File: config.mk
export PLATFORM = sky130hd
export DESIGN_NAME = onbe_sqrt
export DESIGN_NICKNAME = d
export VERILOG_FILES = /design/src/onbe_pkg.sv /design/src/onbe_sqrt.sv
export SDC_FILE = /design/constraint.sdc
export NUM_CORES = 2
export LEC_CHECK = 0
export ABC_AREA = 0
export BUFFER_PORTS_ARGS = -buffer_cell sky130_fd_sc_hd__buf_2
export CORE_ASPECT_RATIO = 0.7
export CORE_MARGIN = 5
export CORE_UTILIZATION = 50
export CTS_CLUSTER_DIAMETER = 30
export CTS_CLUSTER_SIZE = 8
export DETAILED_ROUTE_END_ITERATION = 16
export HOLD_SLACK_MARGIN = 0.02
export PLACE_DENSITY = 0.66
export REMOVE_ABC_BUFFERS = 1
export SYNTH_ARGS = -nofsm -noshare
export SYNTH_HDL_FRONTEND = slang
export SYNTH_SLANG_ARGS = --single-unit
File: constraint.sdc
create_clock -name clk -period 3.4 [get_ports clk]
set_clock_uncertainty 0.15 [all_clocks]
set_input_delay 0.34 -clock clk [delete_from_list [all_inputs] [get_ports clk]]
set_output_delay 0.34 -clock clk [all_outputs]
set_load 0.05 [all_outputs]
File: src/onbe_pkg.sv
// Shared constants, payload structs and helpers for the Oren-Nayar BRDF evaluator.
// No dependencies; imported by every module of the block.
package onbe_pkg;

    localparam int FRAC_BITS  = 14;
    localparam int DIR_W      = 16;
    localparam int REG_W      = 17;
    localparam int VAL_W      = 20;
    localparam int CFG_IDX_W  = 3;
    localparam int SIN_W      = FRAC_BITS + 1;
    localparam int SQ_W       = 2 * FRAC_BITS + 1;
    localparam int ZSQ_W      = (2 * DIR_W > SQ_W) ? 2 * DIR_W : SQ_W;
    localparam int RQ_W       = 17;
    localparam int NUM_W      = DIR_W + 16;
    localparam int TB_W       = FRAC_BITS + 17;
    localparam int SIN_MIN    = (1 << FRAC_BITS) / 10000;
    localparam int INV_PI_Q16 = 20861;

    localparam logic [ZSQ_W-1:0] ONE_SQ      = ZSQ_W'(1) << (2 * FRAC_BITS);
    localparam logic [VAL_W-1:0] VAL_MAX     = {VAL_W{1'b1}};
    localparam logic [REG_W-1:0] COEFF_A_RST = REG_W'(65536);
    localparam logic [RQ_W-1:0]  RATIO_ONE   = RQ_W'(65536);

    typedef enum logic [CFG_IDX_W-1:0] {
        REG_COEFF_A = 3'd0,
        REG_COEFF_B = 3'd1,
        REG_REFL_R  = 3'd2,
        REG_REFL_G  = 3'd3,
        REG_REFL_B  = 3'd4
    } cfg_reg_t;

    typedef struct packed {
        logic [DIR_W-1:0] xo;
        logic [DIR_W-1:0] yo;
        logic [DIR_W-1:0] zo;
        logic [DIR_W-1:0] xi;
        logic [DIR_W-1:0] yi;
        logic [DIR_W-1:0] zi;
    } onbe_dir_t;

    typedef struct packed {
        logic [DIR_W-1:0] xo;
        logic [DIR_W-1:0] yo;
        logic [DIR_W-1:0] xi;
        logic [DIR_W-1:0] yi;
        logic [DIR_W-1:0] azo;
        logic [DIR_W-1:0] azi;
        logic [SIN_W-1:0] so;
        logic [SIN_W-1:0] si;
    } onbe_geo_t;

    // ratio index: 3 = x out, 2 = y out, 1 = x in, 0 = y in
    typedef struct packed {
        logic [3:0][RQ_W-1:0] q;
        logic [3:0]           big;
        logic [3:0]           neg;
        logic [SIN_W-1:0]     sa;
        logic [TB_W-1:0]      tb;
        logic                 cos_ok;
        logic                 den_zero;
    } onbe_quot_t;

    typedef struct packed {
        logic [REG_W-1:0] coeff_a;
        logic [REG_W-1:0] coeff_b;
        logic [REG_W-1:0] refl_r;
        logic [REG_W-1:0] refl_g;
        logic [REG_W-1:0] refl_b;
    } onbe_cfg_t;

    function automatic logic [DIR_W-1:0] mag(input logic [DIR_W-1:0] v);
        return v[DIR_W-1] ? (~v + 1'b1) : v;
    endfunction

endpackage

File: src/onbe_sqrt.sv
// Front pipeline: squares |z| and extracts sin theta = isqrt(1 - z^2) one bit per stage.
// Depends on onbe_pkg.
module onbe_sqrt
    import onbe_pkg::*;
(
    input  logic      clk,
    input  logic      rst_n,
    input  logic      en,
    input  logic      in_valid,
    input  onbe_dir_t dir,
    output logic      out_valid,
    output onbe_geo_t geo
);

    localparam int TW = SQ_W + 2;

    typedef struct packed {
        logic [DIR_W-1:0] xo;
        logic [DIR_W-1:0] yo;
        logic [DIR_W-1:0] xi;
        logic [DIR_W-1:0] yi;
        logic [DIR_W-1:0] azo;
        logic [DIR_W-1:0] azi;
        logic [ZSQ_W-1:0] zso;
        logic [ZSQ_W-1:0] zsi;
    } sq_t;

    typedef struct packed {
        logic [DIR_W-1:0] xo;
        logic [DIR_W-1:0] yo;
        logic [DIR_W-1:0] xi;
        logic [DIR_W-1:0] yi;
        logic [DIR_W-1:0] azo;
        logic [DIR_W-1:0] azi;
        logic [SQ_W-1:0]  remo;
        logic [SQ_W-1:0]  remi;
        logic [SIN_W-1:0] ro;
        logic [SIN_W-1:0] ri;
    } rt_t;

    sq_t              sq_reg;
    sq_t              sq_next;
    rt_t              rt_reg  [SIN_W+1];
    rt_t              rt_next [SIN_W+1];
    logic [SIN_W+1:0] v_reg;

    function automatic logic [SQ_W-1:0] sin_sq(input logic [ZSQ_W-1:0] zs);
        return (zs >= ONE_SQ) ? '0 : SQ_W'(ONE_SQ - zs);
    endfunction

    always_comb
    begin
        sq_next.xo  = dir.xo;
        sq_next.yo  = dir.yo;
        sq_next.xi  = dir.xi;
        sq_next.yi  = dir.yi;
        sq_next.azo = mag(dir.zo);
        sq_next.azi = mag(dir.zi);
        sq_next.zso = ZSQ_W'(sq_next.azo) * ZSQ_W'(sq_next.azo);
        sq_next.zsi = ZSQ_W'(sq_next.azi) * ZSQ_W'(sq_next.azi);
    end

    // remainder form: rem = v - r^2, one result bit per stage from the top
    always_comb
    begin
        logic [TW-1:0] test_o;
        logic [TW-1:0] test_i;
        rt_next[0].xo   = sq_reg.xo;
        rt_next[0].yo   = sq_reg.yo;
        rt_next[0].xi   = sq_reg.xi;
        rt_next[0].yi   = sq_reg.yi;
        rt_next[0].azo  = sq_reg.azo;
        rt_next[0].azi  = sq_reg.azi;
        rt_next[0].remo = sin_sq(sq_reg.zso);
        rt_next[0].remi = sin_sq(sq_reg.zsi);
        rt_next[0].ro   = '0;
        rt_next[0].ri   = '0;
        for (int k = 0; k < SIN_W; k++)
        begin
            rt_next[k+1] = rt_reg[k];
            test_o = (TW'(rt_reg[k].ro) << (SIN_W - k)) + (TW'(1) << (2 * (SIN_W - 1 - k)));
            test_i = (TW'(rt_reg[k].ri) << (SIN_W - k)) + (TW'(1) << (2 * (SIN_W - 1 - k)));
            if (TW'(rt_reg[k].remo) >= test_o)
            begin
                rt_next[k+1].remo            = SQ_W'(TW'(rt_reg[k].remo) - test_o);
                rt_next[k+1].ro[SIN_W-1-k]   = 1'b1;
            end
            if (TW'(rt_reg[k].remi) >= test_i)
            begin
                rt_next[k+1].remi            = SQ_W'(TW'(rt_reg[k].remi) - test_i);
                rt_next[k+1].ri[SIN_W-1-k]   = 1'b1;
            end
        end
    end

    always_ff @(posedge clk or negedge rst_n)
    begin
        if (!rst_n)
        begin
            v_reg <= '0;
        end
        else if (en)
        begin
            v_reg <= {v_reg[SIN_W:0], in_valid};
        end
    end

    always_ff @(posedge clk)
    begin
        if (en)
        begin
            sq_reg <= sq_next;
            for (int k = 0; k <= SIN_W; k++)
            begin
                rt_reg[k] <= rt_next[k];
            end
        end
    end

    assign out_valid = v_reg[SIN_W+1];
    assign geo.xo    = rt_reg[SIN_W].xo;
    assign geo.yo    = rt_reg[SIN_W].yo;
    assign geo.xi    = rt_reg[SIN_W].xi;
    assign geo.yi    = rt_reg[SIN_W].yi;
    assign geo.azo   = rt_reg[SIN_W].azo;
    assign geo.azi   = rt_reg[SIN_W].azi;
    assign geo.so    = rt_reg[SIN_W].ro;
    assign geo.si    = rt_reg[SIN_W].ri;

endmodule

Yosys cells after proc, flatten, opt, wreduce, memory -nomap -nowiden --
Memories as Yosys holds them, arrays and structs flattened. Index checks and enable logic that the tools add are counted.
Cells by class: add/sub/neg operators 64, $mul 2, magnitude comparators 32, multiplexer cells 66, bitwise operators 2
Operator list (number):
- two-way mux 29 bit | 32
- subtractor 29 bit | 6
- greater-or-equal comparator 32 x 29 -> 1 bit (second input constant) | 2
- multiplier 16 x 16 -> 32 bit | 2
- adder 30 x 29 -> 31 bit (second input constant) | 2
- greater-or-equal comparator 29 x 31 -> 1 bit | 2
- adder 29 x 27 -> 30 bit (second input constant) | 2
- greater-or-equal comparator 29 x 30 -> 1 bit | 2
- adder 28 x 25 -> 29 bit (second input constant) | 2
- greater-or-equal comparator 29 x 17 -> 1 bit | 2
- greater-or-equal comparator 29 x 18 -> 1 bit | 2
- greater-or-equal comparator 29 x 19 -> 1 bit | 2
- greater-or-equal comparator 29 x 20 -> 1 bit | 2
- greater-or-equal comparator 29 x 21 -> 1 bit | 2
- greater-or-equal comparator 29 x 22 -> 1 bit | 2
- greater-or-equal comparator 29 x 23 -> 1 bit | 2
- greater-or-equal comparator 29 x 24 -> 1 bit | 2
- greater-or-equal comparator 29 x 25 -> 1 bit | 2
- greater-or-equal comparator 29 x 26 -> 1 bit | 2
- greater-or-equal comparator 29 x 27 -> 1 bit | 2
- greater-or-equal comparator 29 x 28 -> 1 bit | 2
- greater-or-equal comparator 29 bit | 2
- subtractor 29 x 17 -> 29 bit | 2
- subtractor 29 x 18 -> 29 bit | 2
- other kinds (27) | 84
Word-level totals: register bits after elaboration 177, memory bits (writable) 2944, bits of input ports 100, output and inout bits 127, word-level logic and storage cells 176, memories kept 1
Memories:
- rt_reg | depth 16, width 184, read ports 16, clocked after memory_dff 0, wr ports 16, line onbe_sqrt.sv:43 | rt_t rt_reg [SIN_W+1];

Logic depth before layout (Yosys ltp) --
depth after elaboration 4, gate-level depth with buffers 29, gate-level depth less buffers 28

Worst setup path after synthesis --
OpenSTA, ideal clock, no wires.
path kind input -> register, from input dir[0] in the netlist's numbering, to register sq_reg[23] in the netlist's numbering (data pin), data arrival time 7074 ps, path slack -4088 ps, stages on the path 27, buffers on the path 1, cell sequence inv_1 -> clkbuf_1 -> ha_1 -> nand4b_1 -> o31ai_1 -> xor2_1 -> clkinv_1 -> nand2_1 -> inv_1 -> fa_1 -> inv_1 -> fa_1 -> inv_1 -> fa_1 -> fa_1 -> fa_1 -> inv_1 -> fa_1 -> inv_1 -> ha_1 -> a21oi_1 -> o21ai_0 -> or3_1 -> o21ai_0 -> o31ai_1 -> a21boi_0 -> xnor2_1
RTL lines:
- from (decl) | line onbe_sqrt.sv:10 | input onbe_dir_t dir,
- to (signal assigned) | line onbe_sqrt.sv:112 | sq_reg <= sq_next;
- to (decl) | line onbe_sqrt.sv:41 | sq_t sq_reg;

==> flow_metrics.tcl <==
set metrics [dict create \
    status "finished, violations left" \
    violations "setup timing" \
    drc_errors 0 \
    die_w_um 591 \
    swShare 0.331 \
    synth_top_family_by_area "adder cells" \
    grt_pass1_vias 64514 \
    clock_sinks 2789 \
    cp_common_cell "fa_1" \
    num-fill-cells 17053 \
    cp_max_fo 4 \
    gp_congestion 0.913 \
    overflow 0 \
    rsz0062_at_grt "true" \
    num_vias 61868 \
    antenna_cells 0 \
    start_kind "input port" \
    synth_area_um2 118000 \
    die_area_um2 246000 \
    clock_latency_ps 910 \
    fin_ws_ps -2980 \
    ant_nets 0 \
    finalHoldViolations 0 \
    synthMuxAreaShare 0.00795 \
    peakVddDrop_uv 3700 \
    initial_core_util 0.501 \
    area_delta_synth_final_pct 22.4 \
    hp-class "in2reg" \
    finalCritPeriodShare 1.88 \
    wl_um 207000 \
    seqPwrFrac 0.288 \
    drtIter0Drc 4160 \
    synthXorXnorAreaFrac 0.0304 \
    portBuffers 226 \
    postSynthCellCount 7489 \
    tightestPinTransition_ps 907 \
    ys.flop_type "edfxtp_1" \
    antenna_found_initial 3 \
    fin_setup_tns_ps -123930 \
    ff_latch_area_um2 83700 \
    fin_nets 9652 \
    synth_edf_count 2772 \
    wire_per_inst_um 17.0 \
    die_h_um 416 \
    worst_ep_required_time_ps 3840 \
    ios 227 \
    drtPass1Iterations 6 \
    syn_area_per_cell_um2 15.8 \
    grt_util_all_layers 0.167 \
    synth_cell_types 102 \
    maxSlewViolCount 0 \
    worstPathArrival_ps 6820 \
    ys_ff_latch 2789 \
    largest_register_ffs 2616 \
    path_class "in2reg" \
    cts_tree "built" \
    layout-drive-gt1-share 0.212 \
    coreArea_um2 235000 \
    cts_buffer_depth 4 \
    htreeDepth 5 \
    clk_pin_slew_worst_paths_ps 40 \
    numCtsBuffers 458 \
    cp-end-kind "flip-flop" \
    synthArstFlopShare 0.00610 \
    power_density_nw_per_um2 1100 \
    power.switching_mw 52.5 \
    grt_pass1_wl_um 336000 \
    clock.fmax_mhz 157 \
    slowest_delay_ps 530 \
    maxCapViolations 0 \
    row_count 149 \
    cts_root_buffer "clkbuf_16" \
    final_util 0.614 \
    slew_headroom 0.395 \
    seq_area_frac_synth 0.709 \
    combPwrFrac 0.457 \
    synth_warnings 0 \
    yosys.area_share.simple 0.0631 \
    synth_fa_ha_area_frac 0.105 \
    via_per_inst 5.08 \
    setup_violations 52 \
    leakage_nw 56.3 \
    multi_input_comb_area_um2 31900 \
    synth_compound_area_frac 0.0474 \
    hpwl_um 137000 \
    internal_power_mw 106 \
    slowest_stage "or4_4" \
    grt_max_degree 127 \
    clkPwrFrac 0.256 \
    period_minus_slack_ps 6380 \
]
## power by group through the flow
| stage | clock network (mW) | logic (mW) | registers, mW |
|---|---|---|---|
| 3_3_place_gp | 0 | 51.4 | 46.0 |
| 2_1_floorplan | 0 | 32.1 | 45.7 |
| 3_5_place_dp | 0 | 52.3 | 46.1 |
| 6_report | 40.5 | 72.4 | 45.6 |
| 5_1_grt | 43.4 | 79.3 | 45.9 |
| 4_1_cts | 41.6 | 65.2 | 45.5 |
## placed cells by master (no fill, tap or decap), types with 24 or more instances in the layout
cell type / instances
buf_2: 215
nand3_1: 65
buf_12: 39
inv_2: 64
clkbuf_16: 463
o31ai_1: 31
clkinv_1: 42
nand4_1: 37
nand2_1: 358
nand2_2: 25
o21ai_0: 197
a21o_1: 72
or4_1: 38
fa_1: 318
xor2_1: 170
ha_1: 409
inv_1: 725
edfxtp_1: 2772
nand2b_1: 64
or3_1: 43
buf_6: 78
dlygate4sd3_1: 153
nor4_1: 100
clkinv_2: 38
nor2_1: 400
mux2_2: 74
conb_1: 24
clkbuf_1: 90
a21oi_1: 229
nor2b_1: 39
o21a_1: 77
ha_4: 43
buf_4: 522
nor3_1: 101
xnor2_1: 218
## repair_timing
| item | CTS | global route |
|---|---|---|
| endpoints found under the hold margin | 124 | 0 |
| resized for setup | 361 | 196 |
| buffers inserted | 75 | 37 |
| endpoints found under the setup margin | 55 | 60 |
| cloned | 1 | 0 |
| pin swaps | 157 | 133 |
| hold buffers | 153 | 0 |
## metal layers
metal,wire length (um),global-route usage,vias to the layer above
li1,-,-,29741
met1,95800,0.239,30179
met2,94800,0.261,1499
met3,9790,0.0287,449
met4,6840,0.0614,0
met5,0,0,-
## cells by family after synthesis
group | count (synthesis)
AO/OA/AOI/OAI | 886
XOR/XNOR | 407
adder cells (fa/ha/maj) | 792
buffers and inverters | 1032
flip-flops | 2789
multiplexers | 83
other | 2
AND/OR/NAND/NOR | 1498
## cell usage after synthesis, types with 28 or more instances
cell type | n | share of area
nand2_1 | 402 | 0.013
or3_1 | 45 | 0.0024
ha_1 | 463 | 0.049
nor4_1 | 103 | 0.0055
nand4_1 | 37 | 0.0020
xnor2_1 | 228 | 0.017
clkbuf_1 | 83 | 0.0026
buf_4 | 126 | 0.0080
mux2_2 | 74 | 0.0071
nor2b_1 | 40 | 0.0021
o21a_1 | 78 | 0.0050
nand3_1 | 67 | 0.0028
o21ai_0 | 223 | 0.0095
inv_1 | 793 | 0.025
o31ai_1 | 40 | 0.0025
edfxtp_1 | 2772 | 0.71
xor2_1 | 177 | 0.013
nor2_1 | 436 | 0.014
or4_1 | 39 | 0.0025
a21o_1 | 73 | 0.0046
fa_1 | 329 | 0.056
nand2b_1 | 65 | 0.0034
a21oi_1 | 261 | 0.011
nor3_1 | 106 | 0.0045
a211oi_1 | 28 | 0.0018
## critical path: cells and delay by family
family	cells	cell delay (ps)
xor+xnor	1	140
buf+inv	7	620
simple gates	5	1550
compound gates	6	930
fa+ha+maj	7	3250
## area by class of cell
cell class / count / area share
clock buffer: 553 / 0.0825
clock inverter: 150 / 0.0114
inverter: 810 / 0.0214
multi-input combinational: 3690 / 0.221
sequential: 2789 / 0.579
tap: 3171 / 0.0275
timing repair buffer: 1010 / 0.0569
timing repair inverter: 1 / 0.0000346
## path summary, 6_finish.rpt
path,start,to,slack (ps),cells after the start
worst max-delay path,dir[57],sq_reg[62]$_DFFE_PP_,-2980,26
worst min-delay path,dir[87],rt_next[2935]$_DFFE_PP_,90,2
worst max register to register,rt_reg[6][69]$_DFFE_PP_,rt_reg[6][253]$_DFFE_PP_,150,7
worst min register to register,rt_reg[1][89]$_DFFE_PP_,rt_reg[1][273]$_DFFE_PP_,170,0
max in group asynchronous,rst_n,v_reg[16]$_DFFE_PN0P_,2200,3
min in group asynchronous,rst_n,v_reg[2]$_DFFE_PN0P_,430,3
## stage by stage
step | cell area, um^2 | hold WS (ps) | setup WS (ps) | std cells | power [mW]
2_1_floorplan | 117000 | -106 | -3960 | 7289 | 77.8
3_3_place_gp | 126000 | 116 | -4120 | 11221 | 97.4
3_5_place_dp | 126000 | 128 | -4200 | 11221 | 98.4
4_1_cts | 143000 | 20.3 | -2880 | 12145 | 152
5_1_grt | 144000 | 49.3 | -3160 | 12174 | 169
6_report | 144000 | 90.9 | -2980 | 12174 | 158
Note: power is estimated with default switching activity, not from simulation.
